$ cat config.mk
export PLATFORM = sky130hd
export DESIGN_NAME = bottom_square_crop_nn_scaler_core
export DESIGN_NICKNAME = d
export VERILOG_FILES = /design/src/rtl/bscnn_pkg.sv /design/src/rtl/bscnn_select.sv /design/src/rtl/bottom_square_crop_nn_scaler_core.sv
export SDC_FILE = /design/constraint.sdc
export NUM_CORES = 1
export LEC_CHECK = 0
export ABC_AREA = 1
export BUFFER_PORTS_ARGS = -buffer_cell sky130_fd_sc_hd__buf_4
export CAP_MARGIN = 20
export CORE_MARGIN = 2
export CORE_UTILIZATION = 30
export DETAILED_ROUTE_END_ITERATION = 10
export PLACE_DENSITY_LB_ADDON = 0.12
export SETUP_SLACK_MARGIN = 0.1
export SYNTH_ARGS = -nofsm -noshare
export SYNTH_HDL_FRONTEND = slang
export SYNTH_HIERARCHICAL = 1
export SYNTH_SLANG_ARGS = --single-unit
$ cat constraint.sdc
create_clock -name clk -period 7.36 [get_ports clk]
set_input_delay 0.736 -clock clk [delete_from_list [all_inputs] [get_ports clk]]
set_output_delay 0.736 -clock clk [all_outputs]
set_load 0.05 [all_outputs]
$ cat src/rtl/bscnn_pkg.sv
`default_nettype none

package bscnn_pkg;

    localparam int PIX_W     = 8;
    localparam int CFG_W     = 13;
    localparam int CFG_IDX_W = 1;

    localparam logic [CFG_W-1:0] RST_SOURCE_ROWS = 13'd1024;
    localparam logic [CFG_W-1:0] RST_SOURCE_COLS = 13'd1224;

    typedef enum logic [CFG_IDX_W-1:0] {
        REG_SOURCE_ROWS = 1'b0,
        REG_SOURCE_COLS = 1'b1
    } cfg_reg_t;

    typedef struct packed {
        logic emit;
        logic row_end;
        logic frame_end;
    } sel_t;

endpackage

`default_nettype wire

$ cat src/rtl/bscnn_select.sv
`default_nettype none

module bscnn_select
    import bscnn_pkg::*;
#(
    parameter int OUT_HEIGHT      = 640,
    parameter int OUT_WIDTH       = 640,
    parameter int MAX_SOURCE_SIDE = 4096
) (
    input  wire logic             clk,
    input  wire logic             rst_n,
    input  wire logic             step,
    input  wire logic             frame_start,
    input  wire logic [CFG_W-1:0] source_rows,
    input  wire logic [CFG_W-1:0] source_cols,
    output sel_t                  sel
);

    localparam int MAXOUT = (OUT_HEIGHT > OUT_WIDTH) ? OUT_HEIGHT : OUT_WIDTH;
    localparam int RW     = $clog2(MAX_SOURCE_SIDE + 1);
    localparam int XW     = (RW > CFG_W) ? RW : CFG_W;
    localparam int OHW    = $clog2(OUT_HEIGHT + 1);
    localparam int OWW    = $clog2(OUT_WIDTH + 1);
    localparam int SW     = $clog2(MAXOUT * (MAX_SOURCE_SIDE + 1) + 1);

    logic [RW-1:0]  src_row_reg, src_row_next;
    logic [RW-1:0]  src_col_reg, src_col_next;
    logic [RW-1:0]  crop_side_reg, crop_side_next;
    logic [RW-1:0]  crop_first_row_reg, crop_first_row_next;
    logic [RW-1:0]  frame_cols_reg, frame_cols_next;
    logic [OHW-1:0] next_out_row_reg, next_out_row_next;
    logic [OWW-1:0] next_out_col_reg, next_out_col_next;
    logic [SW-1:0]  out_row_scaled_reg, out_row_scaled_next;
    logic [SW-1:0]  out_col_scaled_reg, out_col_scaled_next;
    logic [SW-1:0]  src_row_scaled_reg, src_row_scaled_next;
    logic [SW-1:0]  src_col_scaled_reg, src_col_scaled_next;

    logic [XW-1:0]  rows_ext, cols_ext;
    logic [RW-1:0]  rows_clamp, cols_clamp, side_fresh;

    logic [RW-1:0]  cur_src_row, cur_src_col, cur_side, cur_first, cur_cols;
    logic [OHW-1:0] cur_out_row;
    logic [OWW-1:0] cur_out_col;
    logic [SW-1:0]  cur_out_row_scaled, cur_out_col_scaled;
    logic [SW-1:0]  cur_src_row_scaled, cur_src_col_scaled;

    logic           ignore, in_crop_rows, row_sel, col_sel, emit, row_end, end_of_row;

    always_comb
    begin
        rows_ext = XW'(source_rows);
        cols_ext = XW'(source_cols);
        if (rows_ext > XW'(MAX_SOURCE_SIDE))
            rows_clamp = RW'(MAX_SOURCE_SIDE);
        else if (rows_ext < XW'(MAXOUT))
            rows_clamp = RW'(MAXOUT);
        else
            rows_clamp = RW'(rows_ext);
        if (cols_ext > XW'(MAX_SOURCE_SIDE))
            cols_clamp = RW'(MAX_SOURCE_SIDE);
        else if (cols_ext < XW'(MAXOUT))
            cols_clamp = RW'(MAXOUT);
        else
            cols_clamp = RW'(cols_ext);
        side_fresh = (rows_clamp < cols_clamp) ? rows_clamp : cols_clamp;
    end

    always_comb
    begin
        if (frame_start)
        begin
            cur_side           = side_fresh;
            cur_first          = rows_clamp - side_fresh;
            cur_cols           = cols_clamp;
            cur_src_row        = '0;
            cur_src_col        = '0;
            cur_out_row        = '0;
            cur_out_col        = '0;
            cur_out_row_scaled = '0;
            cur_out_col_scaled = '0;
            cur_src_row_scaled = '0;
            cur_src_col_scaled = '0;
        end
        else
        begin
            cur_side           = crop_side_reg;
            cur_first          = crop_first_row_reg;
            cur_cols           = frame_cols_reg;
            cur_src_row        = src_row_reg;
            cur_src_col        = src_col_reg;
            cur_out_row        = next_out_row_reg;
            cur_out_col        = next_out_col_reg;
            cur_out_row_scaled = out_row_scaled_reg;
            cur_out_col_scaled = out_col_scaled_reg;
            cur_src_row_scaled = src_row_scaled_reg;
            cur_src_col_scaled = src_col_scaled_reg;
        end
    end

    always_comb
    begin
        ignore = (cur_side == '0)
              || ({1'b0, cur_src_row} >= ({1'b0, cur_first} + {1'b0, cur_side}));
        in_crop_rows = cur_src_row >= cur_first;
        row_sel = in_crop_rows && (cur_out_row < OHW'(OUT_HEIGHT))
               && (cur_out_row_scaled < cur_src_row_scaled + SW'(OUT_HEIGHT));
        col_sel = (cur_src_col < cur_side) && (cur_out_col < OWW'(OUT_WIDTH))
               && (cur_out_col_scaled < cur_src_col_scaled + SW'(OUT_WIDTH));
        emit = !ignore && row_sel && col_sel;
        row_end = cur_out_col == OWW'(OUT_WIDTH - 1);
        end_of_row = ({1'b0, cur_src_col} + (RW+1)'(1)) >= {1'b0, cur_cols};

        sel.emit      = emit;
        sel.row_end   = row_end;
        sel.frame_end = row_end && (cur_out_row == OHW'(OUT_HEIGHT - 1));
    end

    always_comb
    begin
        crop_side_next      = cur_side;
        crop_first_row_next = cur_first;
        frame_cols_next     = cur_cols;
        src_row_next        = cur_src_row;
        src_col_next        = cur_src_col;
        next_out_row_next   = cur_out_row;
        next_out_col_next   = cur_out_col;
        out_row_scaled_next = cur_out_row_scaled;
        out_col_scaled_next = cur_out_col_scaled;
        src_row_scaled_next = cur_src_row_scaled;
        src_col_scaled_next = cur_src_col_scaled;
        if (!ignore)
        begin
            if (emit)
            begin
                next_out_col_next   = cur_out_col + OWW'(1);
                out_col_scaled_next = cur_out_col_scaled + SW'(cur_side);
            end
            if (end_of_row)
            begin
                src_col_next        = '0;
                src_col_scaled_next = '0;
                next_out_col_next   = '0;
                out_col_scaled_next = '0;
                if (row_sel)
                begin
                    next_out_row_next   = cur_out_row + OHW'(1);
                    out_row_scaled_next = cur_out_row_scaled + SW'(cur_side);
                end
                if (in_crop_rows)
                    src_row_scaled_next = cur_src_row_scaled + SW'(OUT_HEIGHT);
                src_row_next = cur_src_row + RW'(1);
            end
            else
            begin
                src_col_next        = cur_src_col + RW'(1);
                src_col_scaled_next = cur_src_col_scaled + SW'(OUT_WIDTH);
            end
        end
    end

    always_ff @(posedge clk or negedge rst_n)
    begin
        if (!rst_n)
        begin
            src_row_reg        <= '0;
            src_col_reg        <= '0;
            crop_side_reg      <= '0;
            crop_first_row_reg <= '0;
            frame_cols_reg     <= '0;
            next_out_row_reg   <= '0;
            next_out_col_reg   <= '0;
            out_row_scaled_reg <= '0;
            out_col_scaled_reg <= '0;
            src_row_scaled_reg <= '0;
            src_col_scaled_reg <= '0;
        end
        else if (step)
        begin
            src_row_reg        <= src_row_next;
            src_col_reg        <= src_col_next;
            crop_side_reg      <= crop_side_next;
            crop_first_row_reg <= crop_first_row_next;
            frame_cols_reg     <= frame_cols_next;
            next_out_row_reg   <= next_out_row_next;
            next_out_col_reg   <= next_out_col_next;
            out_row_scaled_reg <= out_row_scaled_next;
            out_col_scaled_reg <= out_col_scaled_next;
            src_row_scaled_reg <= src_row_scaled_next;
            src_col_scaled_reg <= src_col_scaled_next;
        end
    end

endmodule

`default_nettype wire

$ cat src/rtl/bottom_square_crop_nn_scaler_core.sv
// Bottom-anchored square crop and nearest-neighbor downscaler.
// Slave stream: one source BGR pixel per item, raster order; s_tuser marks
// the first pixel of a frame and restarts all counters. Master stream: the
// selected pixels of an OUT_HEIGHT x OUT_WIDTH image; m_tlast marks the last
// pixel of an output row, m_tuser the last pixel of the frame.
// Config port: cfg_we writes cfg_data into source_rows (index 0) or
// source_cols (index 1); the sizes take effect at the next frame start and
// are saturated to [max(OUT_HEIGHT, OUT_WIDTH), MAX_SOURCE_SIDE].
// An accepted pixel that is selected is registered and shows on the master
// side in the next cycle. Throughput: one item per cycle, set by the single result
// register; s_tready stays high while that register is empty or being taken.
// When the receiver stalls with a result held, s_tready drops until it is
// taken. Each input item gives zero or one output item.
// Reset: sizes go to 1024 x 1224, counters clear, and nothing is produced
// until the first frame start.

`default_nettype none

module bottom_square_crop_nn_scaler_core
    import bscnn_pkg::*;
#(
    parameter int OUT_HEIGHT      = 640,
    parameter int OUT_WIDTH       = 640,
    parameter int MAX_SOURCE_SIDE = 4096
) (
    input  wire logic                 clk,
    input  wire logic                 rst_n,
    input  wire logic                 s_tvalid,
    output      logic                 s_tready,
    input  wire logic [3*PIX_W-1:0]   s_tdata,  // pixel_blue, pixel_green, pixel_red
    input  wire logic                 s_tuser,  // frame_start
    output      logic                 m_tvalid,
    input  wire logic                 m_tready,
    output      logic [3*PIX_W-1:0]   m_tdata,  // out_blue, out_green, out_red
    output      logic                 m_tlast,  // row_end
    output      logic                 m_tuser,  // frame_end
    input  wire logic                 cfg_we,
    input  wire logic [CFG_IDX_W-1:0] cfg_index,
    input  wire logic [CFG_W-1:0]     cfg_data
);

    logic [CFG_W-1:0]   source_rows_reg, source_cols_reg;
    logic               m_valid_reg, m_valid_next;
    logic [3*PIX_W-1:0] m_data_reg;
    logic               m_last_reg, m_user_reg;
    logic               accept;
    sel_t               sel;

    always_ff @(posedge clk or negedge rst_n)
    begin
        if (!rst_n)
        begin
            source_rows_reg <= RST_SOURCE_ROWS;
            source_cols_reg <= RST_SOURCE_COLS;
        end
        else if (cfg_we)
        begin
            unique case (cfg_index)
                REG_SOURCE_ROWS: source_rows_reg <= cfg_data;
                REG_SOURCE_COLS: source_cols_reg <= cfg_data;
                default:         ;
            endcase
        end
    end

    assign s_tready = !m_valid_reg || m_tready;
    assign accept   = s_tvalid && s_tready;

    bscnn_select #(
        .OUT_HEIGHT      (OUT_HEIGHT),
        .OUT_WIDTH       (OUT_WIDTH),
        .MAX_SOURCE_SIDE (MAX_SOURCE_SIDE)
    ) u_select (
        .clk         (clk),
        .rst_n       (rst_n),
        .step        (accept),
        .frame_start (s_tuser),
        .source_rows (source_rows_reg),
        .source_cols (source_cols_reg),
        .sel         (sel)
    );

    always_comb
    begin
        m_valid_next = m_valid_reg;
        if (accept)
            m_valid_next = sel.emit;
        else if (m_tready)
            m_valid_next = 1'b0;
    end

    always_ff @(posedge clk or negedge rst_n)
    begin
        if (!rst_n)
            m_valid_reg <= 1'b0;
        else
            m_valid_reg <= m_valid_next;
    end

    always_ff @(posedge clk)
    begin
        if (accept && sel.emit)
        begin
            m_data_reg <= s_tdata;
            m_last_reg <= sel.row_end;
            m_user_reg <= sel.frame_end;
        end
    end

    assign m_tvalid = m_valid_reg;
    assign m_tdata  = m_data_reg;
    assign m_tlast  = m_last_reg;
    assign m_tuser  = m_user_reg;

endmodule

`default_nettype wire

[Word level (Yosys, flattened, before mapping)]
Index checks and enable logic that the tools add are counted.
Storage, ports and cells
  register bits: 226
  input port bits: 44
  output and inout port bits: 28
Operators by class
  add/subtract/negate cells: 11
  magnitude comparators: 13
  eq/ne operators: 2
  multiplexer cells: 39
  bitwise gates (word level): 1
  reductions and logical operators: 17
Operators by type and width (number)
  $mux 22: 15
  $mux 13: 14
  $mux 10: 8
  $add 22x10->22 const B: 2
  $add 22x13->22: 2
  $lt 22x22->1: 2
  $add 13x1->13 const B: 2
  $gt 13x13->1 const B: 2
  $lt 13x10->1 const B: 2
  $lt 13x13->1: 2
  $add 10x1->10 const B: 2
  $eq 10x10->1 const B: 2
  $lt 10x10->1 const B: 2
  $add 13x1->14 const B: 1
  $add 13x13->14: 1
  $ge 13x14->1: 1
  $ge 14x13->1: 1
  $ge 13x13->1: 1
  $logic_not 13->1: 1
  $sub 13x13->13: 1
  $logic_and 1x1->1: 9
  $reduce_and 2->1: 2
  $logic_not 1->1: 2
  $logic_or 1x1->1: 2
  other kinds (3): 4

[Logic depth before layout (Yosys ltp)]
Gate-level depths: netlist of run 1.
  depth after elaboration: 16
  mapped depth: 54
  mapped depth without buffers: 52

[Modules after synthesis]
Netlist of run 1, hierarchy kept.
By module, submodules not included
  bscnn_select: times used 1, cells an instance 2552, area each 16579.7 µm²
  bottom_square_crop_nn_scaler_core: times used 1, cells an instance 149, area each 1879.3 µm²

[Worst setup path before layout of run 1]
No wires, ideal clock.
  kind: flip-flop to flip-flop
  from: reg source_cols_reg[9]
  to: reg m_data_reg[0] (netlist: m_tdata[0]), enable pin
  arrival: 7.436 ns
  required time: 6.951 ns
  slack: -0.485 ns
  cell stages (with the launch flop): 53
  path buffers: 3
  clock period less this slack: 7.845 ns
  cell sequence: dfrtp_1 or2_0 nor2_1 nand2_1 nand2_1 inv_1 nor3_1 inv_1 ha_1 nand2_1 nor2_1 a211oi_1 nand2_1 nand2_1 nand2_2 buf_6 o21ai_1 ha_1 [... 17 more ...] o21bai_1 xor2_1 ha_1 nand2_1 nor2_1 a211oi_1 nand2_1 nand3_1 a21boi_0 o221ai_1 nand2_1 inv_2 nand2_2 buf_2 inv_1 buf_4 inv_1 nor2_1
On the way
  word-level cells in the longest chain between the ends: 14
  elaborated cells between the ends (all ways): 23
RTL lines
  start: declaration: line bottom_square_crop_nn_scaler_core.sv:42  | logic [CFG_W-1:0] source_rows_reg, source_cols_reg;
  start signal: assignment: line bottom_square_crop_nn_scaler_core.sv:60  | REG_SOURCE_COLS: source_cols_reg <= cfg_data;
  $lt 13x10->1: line bscnn_select.sv:61  | else if (cols_ext < XW'(MAXOUT))
  $mux 13: line bscnn_select.sv:61
  $mux 13 *: line bscnn_select.sv:59  | if (cols_ext > XW'(MAX_SOURCE_SIDE))
  $lt 13x13->1: line bscnn_select.sv:65  | side_fresh = (rows_clamp < cols_clamp) ? rows_clamp : cols_clamp;
  $mux 13 *: line bscnn_select.sv:65
  $sub 13x13->13 *: line bscnn_select.sv:73  | cur_first = rows_clamp - side_fresh;
  $mux 13 *: line bscnn_select.sv:70  | if (frame_start)
  via u_select.crop_first_row_next[6]: line bscnn_select.sv:29  | logic [RW-1:0] crop_first_row_reg, crop_first_row_next;
  $add 13x13->14: line bscnn_select.sv:103  | || ({1'b0, cur_src_row} >= ({1'b0, cur_first} + {1'b0, cur_side}));
  $ge 13x14->1: line bscnn_select.sv:103
  $logic_or 1x1->1: line bscnn_select.sv:103
  $logic_not 1->1: line bscnn_select.sv:109  | emit = !ignore && row_sel && col_sel;
  $logic_and 1x1->1 * (2 in a row): line bscnn_select.sv:109
  via u_select.emit: line bscnn_select.sv:47  | logic ignore, in_crop_rows, row_sel, col_sel, emit, row_end, end_of_row;
  $logic_and 1x1->1 *: line bottom_square_crop_nn_scaler_core.sv:102  | if (accept && sel.emit)
  end signal: assignment: line bottom_square_crop_nn_scaler_core.sv:104  | m_data_reg <= s_tdata;
  end: declaration: line bottom_square_crop_nn_scaler_core.sv:44  | logic [3*PIX_W-1:0] m_data_reg;
The timed path passes the listed nets; every way through them passes the cells marked *.
A chain may end at the register's enable or synchronous reset.

==> results of run 1 <==
critical path: cells and delay by family, from the launching register on:
kind                       cells  cell delay (ns)
and+or+nand+nor               23             2.32
AOI/OAI and AO/OA             11             1.45
adders and majority gates      5             1.29
buffers and inverters          8             0.79
DFF                            1             0.40
xor gates and xnor gates       2             0.32
cell type report:
cell class | count | area, sq um
fill | 6466 | 38800
multi-input combinational | 2041 | 11300
sequential | 226 | 5790
timing repair buffer | 171 | 1560
inverter | 328 | 1250
tap | 782 | 978
clock buffer | 40 | 860
clock inverter | 17 | 121
cell families after synthesis:
logic type	after synthesis	share of synthesized area, %
AND/OR/NAND/NOR	1337	29.8
buffers and inverters	435	9.46
AO/OA/AOI/OAI	419	12.4
flip-flops	226	31.4
adder cells (fa/ha/maj)	161	11.0
XOR/XNOR	114	5.41
multiplexers	9	0.549
per-layer routing:
layer,up-vias,wire length [microns],track usage (%)
met5,-,0,0
met4,0,1420,4.21
met3,65,2310,2.02
met2,288,26800,29.8
met1,8114,28400,24.6
li1,8991,-,-
cells in the final DEF (no fill, tap or decap), drive strengths merged, types with 13 or more instances in the layout:
cell type,instances
clkbuf,47
edfxtp,26
nand2,836
o21ai,264
inv,328
xor2,89
nor3,30
nor2,213
clkinv,13
a21oi,94
dfrtp,195
nand4,43
xnor2,25
nand3,191
buf,163
ha,158
per-stage QoR:
stage / TNS [ns] / util [%]
after floorplan: 0 / -
after global placement: 0 / 33.1
after detailed placement: 0 / 33.1
after CTS: 0 / 34.8
after global routing: -0.111 / 36.0
final: 0 / 36.0
timing repair:
| action | 4_1_cts | 5_1_grt |
|---|---|---|
| setup buffers | 0 | 25 |
| pin swaps | 0 | 34 |
| endpoints found under the setup margin | 53 | 154 |
| cloned | 1 | 9 |
| resized for setup | 4 | 95 |
report_power, final:
| part | switching [uW] | leakage [uW] | internal, uW |
|---|---|---|---|
| Combinational | 1300 | 0.00747 | 804 |
| Clock | 620 | 0.000490 | 853 |
| Sequential | 66.3 | 0.00292 | 1380 |
worst max path at each step:
stage,from,to,slack (ns),cells past startpoint
final,source_rows_reg[6]$_DFFE_PN0P_,m_tdata[21]$_DFFE_PP_,0.49,49
after global routing,source_rows_reg[6]$_DFFE_PN0P_,m_tdata[1]$_DFFE_PP_,-0.009,46
after CTS,source_cols_reg[6]$_DFFE_PN1P_,u_select/src_row_scaled_reg[12]$_DFFE_PN0P_,0.12,50
after detailed placement,source_cols_reg[6]$_DFFE_PN1P_,u_select/src_row_scaled_reg[12]$_DFFE_PN0P_,0.05,42
after global placement,source_cols_reg[6]$_DFFE_PN1P_,m_tdata[15]$_DFFE_PP_,0.17,50
after floorplan,source_cols_reg[9]$_DFFE_PN0P_,m_tdata[0]$_DFFE_PP_,0.21,52
==> summary.md, run 1 <==
| Metric | Value |
|---|---|
| Status | finished clean |
| Antenna diodes | 0 |
| Antenna violations before repair | 0 |
| H-Tree Level Count | 1 |
| Synth cell count leaders | nand2_1 (829), inv_1 (319), nor2_1 (211) |
| R2R setup slack | 0.49 ns |
| Clock transition at the register clock pins on the worst setup and hold paths after CTS | 0.06 ns |
| Slowest cell on crit path | dfrtp_1 |
| Overall Power | 5030 uW |
| # DRC | 0 |
| #FFs+latches synth | 226 |
| PortBufs | 71 |
| Worst Hold Slack | 0.0638 ns |
| Final min period | 6.87 ns |
| Drt first-iter violations | 1004 |
| Top-area cell type share of the netlist area | 26.4% |
| DP Worst Slack | 0.0543 ns |
| Tot GR Track Use | 17.8% |
| Pwr dens | 230 nW/um^2 |
| Endpoints failing hold | 0 |
| Die Height | 252 microns |
| Area Growth Syn to Fin | 18.2% |
| Initial core utilization | 30.5% |
| Max VDD drop | 0.000183 V |
| Number of global-route vias before repair | 16600 |
| Worst skew pair latency | 0.60 ns |
| Synth area leaders | dfrtp_1 (26%), nand2_1 (17%), ha_1 (11%) |
| Sequential area share after synthesis | 31.4% |
| Die width | 252 microns |
| Final instance area | 21800 sq um |
| Leakage power | 0.0109 uW |
| Gpl congestion | 0.852 |
| GRT overflow | 0 |
| CP max FO | 13 |
| CTS Buf Count | 31 |
| Crit. End Element | flip-flop |
| Post-Synthesis Cells | 2701 |
| Max-Cap Viols | 0 |
| Antenna Nets Post-Route | 0 |
| Final #Nets | 3004 |
| Largest register FFs | 24 |
| Post-route insts no fill | 3605 |
| Share of cells above drive strength 1 | 12.0% |
| Post-synth EDFFs | 26 |
| Cell taking the most area after synthesis | dfrtp_1 |
| Most frequent cell after synthesis | nand2_1 |
| Vias/cell | 4.84 |
| Final setup violation count | 0 |
| Worst Reg-to-Reg Cells | 49 |
| Placed cell count | 3513 |
| Share of flip-flops with an asynchronous set or reset | 88.5% |
| DP Area | 20100 sq um |
| CTS max path bufs | 3 |
| R2R Path Start | source_rows_reg[6]$_DFFE_PN0P_ |
| Routed len/inst | 16.3 microns |
| Pin count of the biggest net entering global routing | 155 |
| Worst setup margin | 0.488 ns |
| Clk sink count | 226 |
| Mapped Area | 18500 sq um |
| Max-slew violations | 0 |
| Critical Path RT | 7.66 ns |
| WL final | 58900 microns |
| Hpwl dp | 39900 microns |
| Critical path class | flip-flop to flip-flop |
| Total core area | 60600 sq um |
| Top_reg_cell synth | dfrtp_1 |
| First-pass GRT wire length | 91000 microns |
| Clk_skew | 0.0227 ns |
| Synth warnings | 6 |
| Tcrit/Tclk final | 93.4% |
| Rel. slew slack | 36.5% |
| FP Rows | 90 |
| CP Launch Type | flip-flop |
| DRT Pass-1 Iters | 5 |
| Hold buffer count at CTS | 0 |
| Critical path's largest stage delay | 0.40 ns |
| Fmax | 146 MHz |
| Net Count, Synth | 2906 |
| Mean Syn Cell Area | 6.83 sq um |
| Min-Delay Path Class | input pin to asynchronous set/reset pin |
| CTS root buffer | clkbuf_16 |
| CTS tree | yes |
| Reg-to-Reg End | m_tdata[21]$_DFFE_PP_ |
| Tightest Pin Transition | 0.952 ns |
| Ports | 72 |
| Vias | 17500 |
| Crit path DAT | 7.18 ns |
| DIE AREA | 63500 sq um |
| Cell variety after synth | 52 |
(Power assumes the default switching activity.)
==> run 2, diff against run 1 <==
--- a/config.mk
+++ b/config.mk
@@ -6,11 +6,11 @@
 export NUM_CORES = 1
 export LEC_CHECK = 0
 export ABC_AREA = 1
-export BUFFER_PORTS_ARGS = -buffer_cell sky130_fd_sc_hd__buf_4
 export CAP_MARGIN = 20
 export CORE_MARGIN = 2
 export CORE_UTILIZATION = 30
 export DETAILED_ROUTE_END_ITERATION = 10
+export DONT_BUFFER_PORTS = 1
 export PLACE_DENSITY_LB_ADDON = 0.12
 export SETUP_SLACK_MARGIN = 0.1
 export SYNTH_ARGS = -nofsm -noshare
==> run 2 against run 1 <==
Effect of this change:
- die area did not move
- utilization fell by 0.57 points
- power up 2.8%
- design area shrank 1.6%
- via count shrank 0.22%
- critical path depth rose by 1
- routed wire length is 0.55% higher
- clock-buffer cell count increased by 8
- final cell count is 1.8% lower
- global-route usage increased by 0.24 points
- non-clock buffer count fell by 66
- first-iteration DRC count increased by 0.80%
==> summary.md, run 2 (synthesis results as in run 1) <==
| Metric | Value |
|---|---|
| Max-Cap Viols | 0 |
| Tightest Pin Transition | 1.09 ns |
| Unrepaired setup endpoints after global routing | yes |
| CP max FO | 28 |
| R2R setup slack | 0.54 ns |
| Antenna Nets Post-Route | 0 |
| DIE AREA | 63500 sq um |
| Post-route insts no fill | 3539 |
| Rel. slew slack | 27.6% |
| H-Tree Level Count | 2 |
| Fmax | 147 MHz |
| Worst setup margin | 0.545 ns |
| Vias/cell | 4.92 |
| CTS max path bufs | 3 |
| Gpl congestion | 0.883 |
| WL final | 59200 microns |
| Sw Share | 38.8% |
| Commonest non-fill, non-tap cells in the layout | nand2_1 (815), inv_1 (305), nor2_1 (203) |
| Final #Nets | 2940 |
| Vias | 17400 |
| Max VDD drop | 0.000141 V |
| R2R Path Start | source_rows_reg[11]$_DFFE_PN0P_ |
| PortBufs | 0 |
| CP Launch Type | flip-flop |
| DP Area | 19500 sq um |
| Tcrit/Tclk final | 92.6% |
| Largest register FFs | 24 |
| Critical path's largest stage delay | 0.39 ns |
| Clk_skew | 0.0277 ns |
| Leakage power | 0.0106 uW |
| Worst Hold Slack | 0.281 ns |
| Slowest cell on crit path | dfrtp_1 |
| Multi-input gate area | 11400 sq um |
| Antenna diodes | 0 |
| Clock transition at the register clock pins on the worst setup and hold paths after CTS | 0.06 ns |
| Critical path class | flip-flop to flip-flop |
| Antenna violations before repair | 1 |
| Crit. End Element | flip-flop |
| Most frequent cell on the critical path | nand2_1 |
| Fillers | 6475 |
| Hold depth | 2 |
| Die Height | 252 microns |
| Crit path buf inv count | 7 |
| Critical hold path startpoint | cfg_we |
| CP Depth | 50 |
| Worst Reg-to-Reg Cells | 50 |
| Pwr dens | 241 nW/um^2 |
| Commonest non-fill, non-tap cell in the layout | nand2_1 |
| Hpwl dp | 39100 microns |
| Final min period | 6.82 ns |
| Ports | 72 |
| Comb pwr share | 41.6% |
| Initial core utilization | 30.5% |
| GRT overflow | 0 |
| Routed len/inst | 16.7 microns |
| Endpoints failing hold | 0 |
| # DRC | 0 |
| Number of global-route vias before repair | 16700 |
| Drt first-iter violations | 1012 |
| First-pass GRT wire length | 91600 microns |
| Area Growth Syn to Fin | 16.4% |
| Placed cell count | 3440 |
| Critical Path RT | 7.78 ns |
| Worst skew pair latency | 0.55 ns |
| Pin count of the biggest net entering global routing | 196 |
| Share of cells above drive strength 1 | 10.3% |
| Internal cell power | 3160 uW |
| Max-slew violations | 0 |
| Final instance area | 21500 sq um |
| Total core area | 60600 sq um |
| Clk sink count | 226 |
| Overall Power | 5170 uW |
| CTS Buf Count | 34 |
| Seq. cell area | 5790 sq um |
| Final setup violation count | 0 |
| CTS root buffer | clkbuf_16 |
| Status | finished clean |
| DRT Pass-1 Iters | 5 |
| Crit path DAT | 7.24 ns |
| Die width | 252 microns |
| P_sw | 2010 uW |
| Critical Path Start | source_rows_reg[11]$_DFFE_PN0P_ |
| DP Worst Slack | -0.149 ns |
| FP Rows | 90 |
| Min-Delay Path Class | input pin to flip-flop |
| Largest delay contributor family on the critical path | simple AND/OR/NAND/NOR gates |
| Clock share of power | 30.4% |
| Sequential share of power | 28.1% |
| Tot GR Track Use | 18.1% |
| CTS tree | yes |
run 2: changes by cell type in the layout (fill, tap and decap cells not counted), moves of 3 or more:
cell and change:
buf_4 -70, inv_1 -5, buf_6 +4, clkbuf_1 +4, ha_4 +4, nand3_1 -4, nand3_2 +4, clkbuf_16 +3
clkinv_2 -3, ha_1 -3, inv_2 +3, nand2_2 -3, o21ai_2 +3
run 2: layer usage:
| layer | track usage [%] | share of wire [%] |
|---|---|---|
| met2 | 29.7 | 46 |
| met5 | 0 | 0 |
| met4 | 5.09 | 2.3 |
| met3 | 2.22 | 3.8 |
| met1 | 24.9 | 48 |
run 2: timing repair:
action | CTS | global route
pin swaps | 0 | 45
cloned | 1 | 8
hold buffers | 2 | 0
endpoints found under the setup margin | 141 | 154
buffers inserted | 0 | 30
resized for setup | 7 | 121
endpoints found under the hold margin | 195 | 0
run 2: power by group through the flow:
stage          clock [uW]  sequential (uW)  combinational [uW]
2_1_floorplan           0             1450                1300
6_report             1570             1450                2150
5_1_grt              1690             1460                2410
3_3_place_gp            0             1470                1780
3_5_place_dp            0             1470                1800
4_1_cts              1640             1450                1850
run 2: cell type report:
type / instances / share of cell area [%]
Multi-Input combinational cell: 2040 / 52.9
Sequential cell: 226 / 27.0
Inverter: 328 / 5.82
Timing Repair Buffer: 105 / 4.88
Tap cell: 782 / 4.55
Clock buffer: 48 / 4.54
Clock inverter: 10 / 0.361
run 2: worst reg2reg max path: cells and delay by family, from the launching register on:
family                     cells  cell delay [ns]
buffers and inverters          7             0.92
and+or+nand+nor               27             2.56
adders and majority gates      5             1.09
DFF                            1             0.39
AOI/OAI and AO/OA              9             1.40
xor gates and xnor gates       2             0.33
run 2: final timing paths:
| check | endpoint |
|---|---|
| worst min register to register | source_cols_reg[5]$_DFFE_PN0P_ |
| worst min-delay path | source_cols_reg[3]$_DFFE_PN1P_ |
| min in group asynchronous | u_select/crop_side_reg[2]$_DFFE_PN0P_ |
| worst max register to register | u_select/out_row_scaled_reg[2]$_DFFE_PN0P_ |
| max in group asynchronous | u_select/out_col_scaled_reg[10]$_DFFE_PN0P_ |
| worst max-delay path | u_select/out_row_scaled_reg[2]$_DFFE_PN0P_ |
run 2: through the flow:
step                      setup TNS [ns]  utilization (%)
final                                  0             35.5
after global routing                   0             35.5
after CTS                              0             34.1
after detailed placement           -2.46             32.2
after global placement                 0             32.2
after floorplan                        0                -
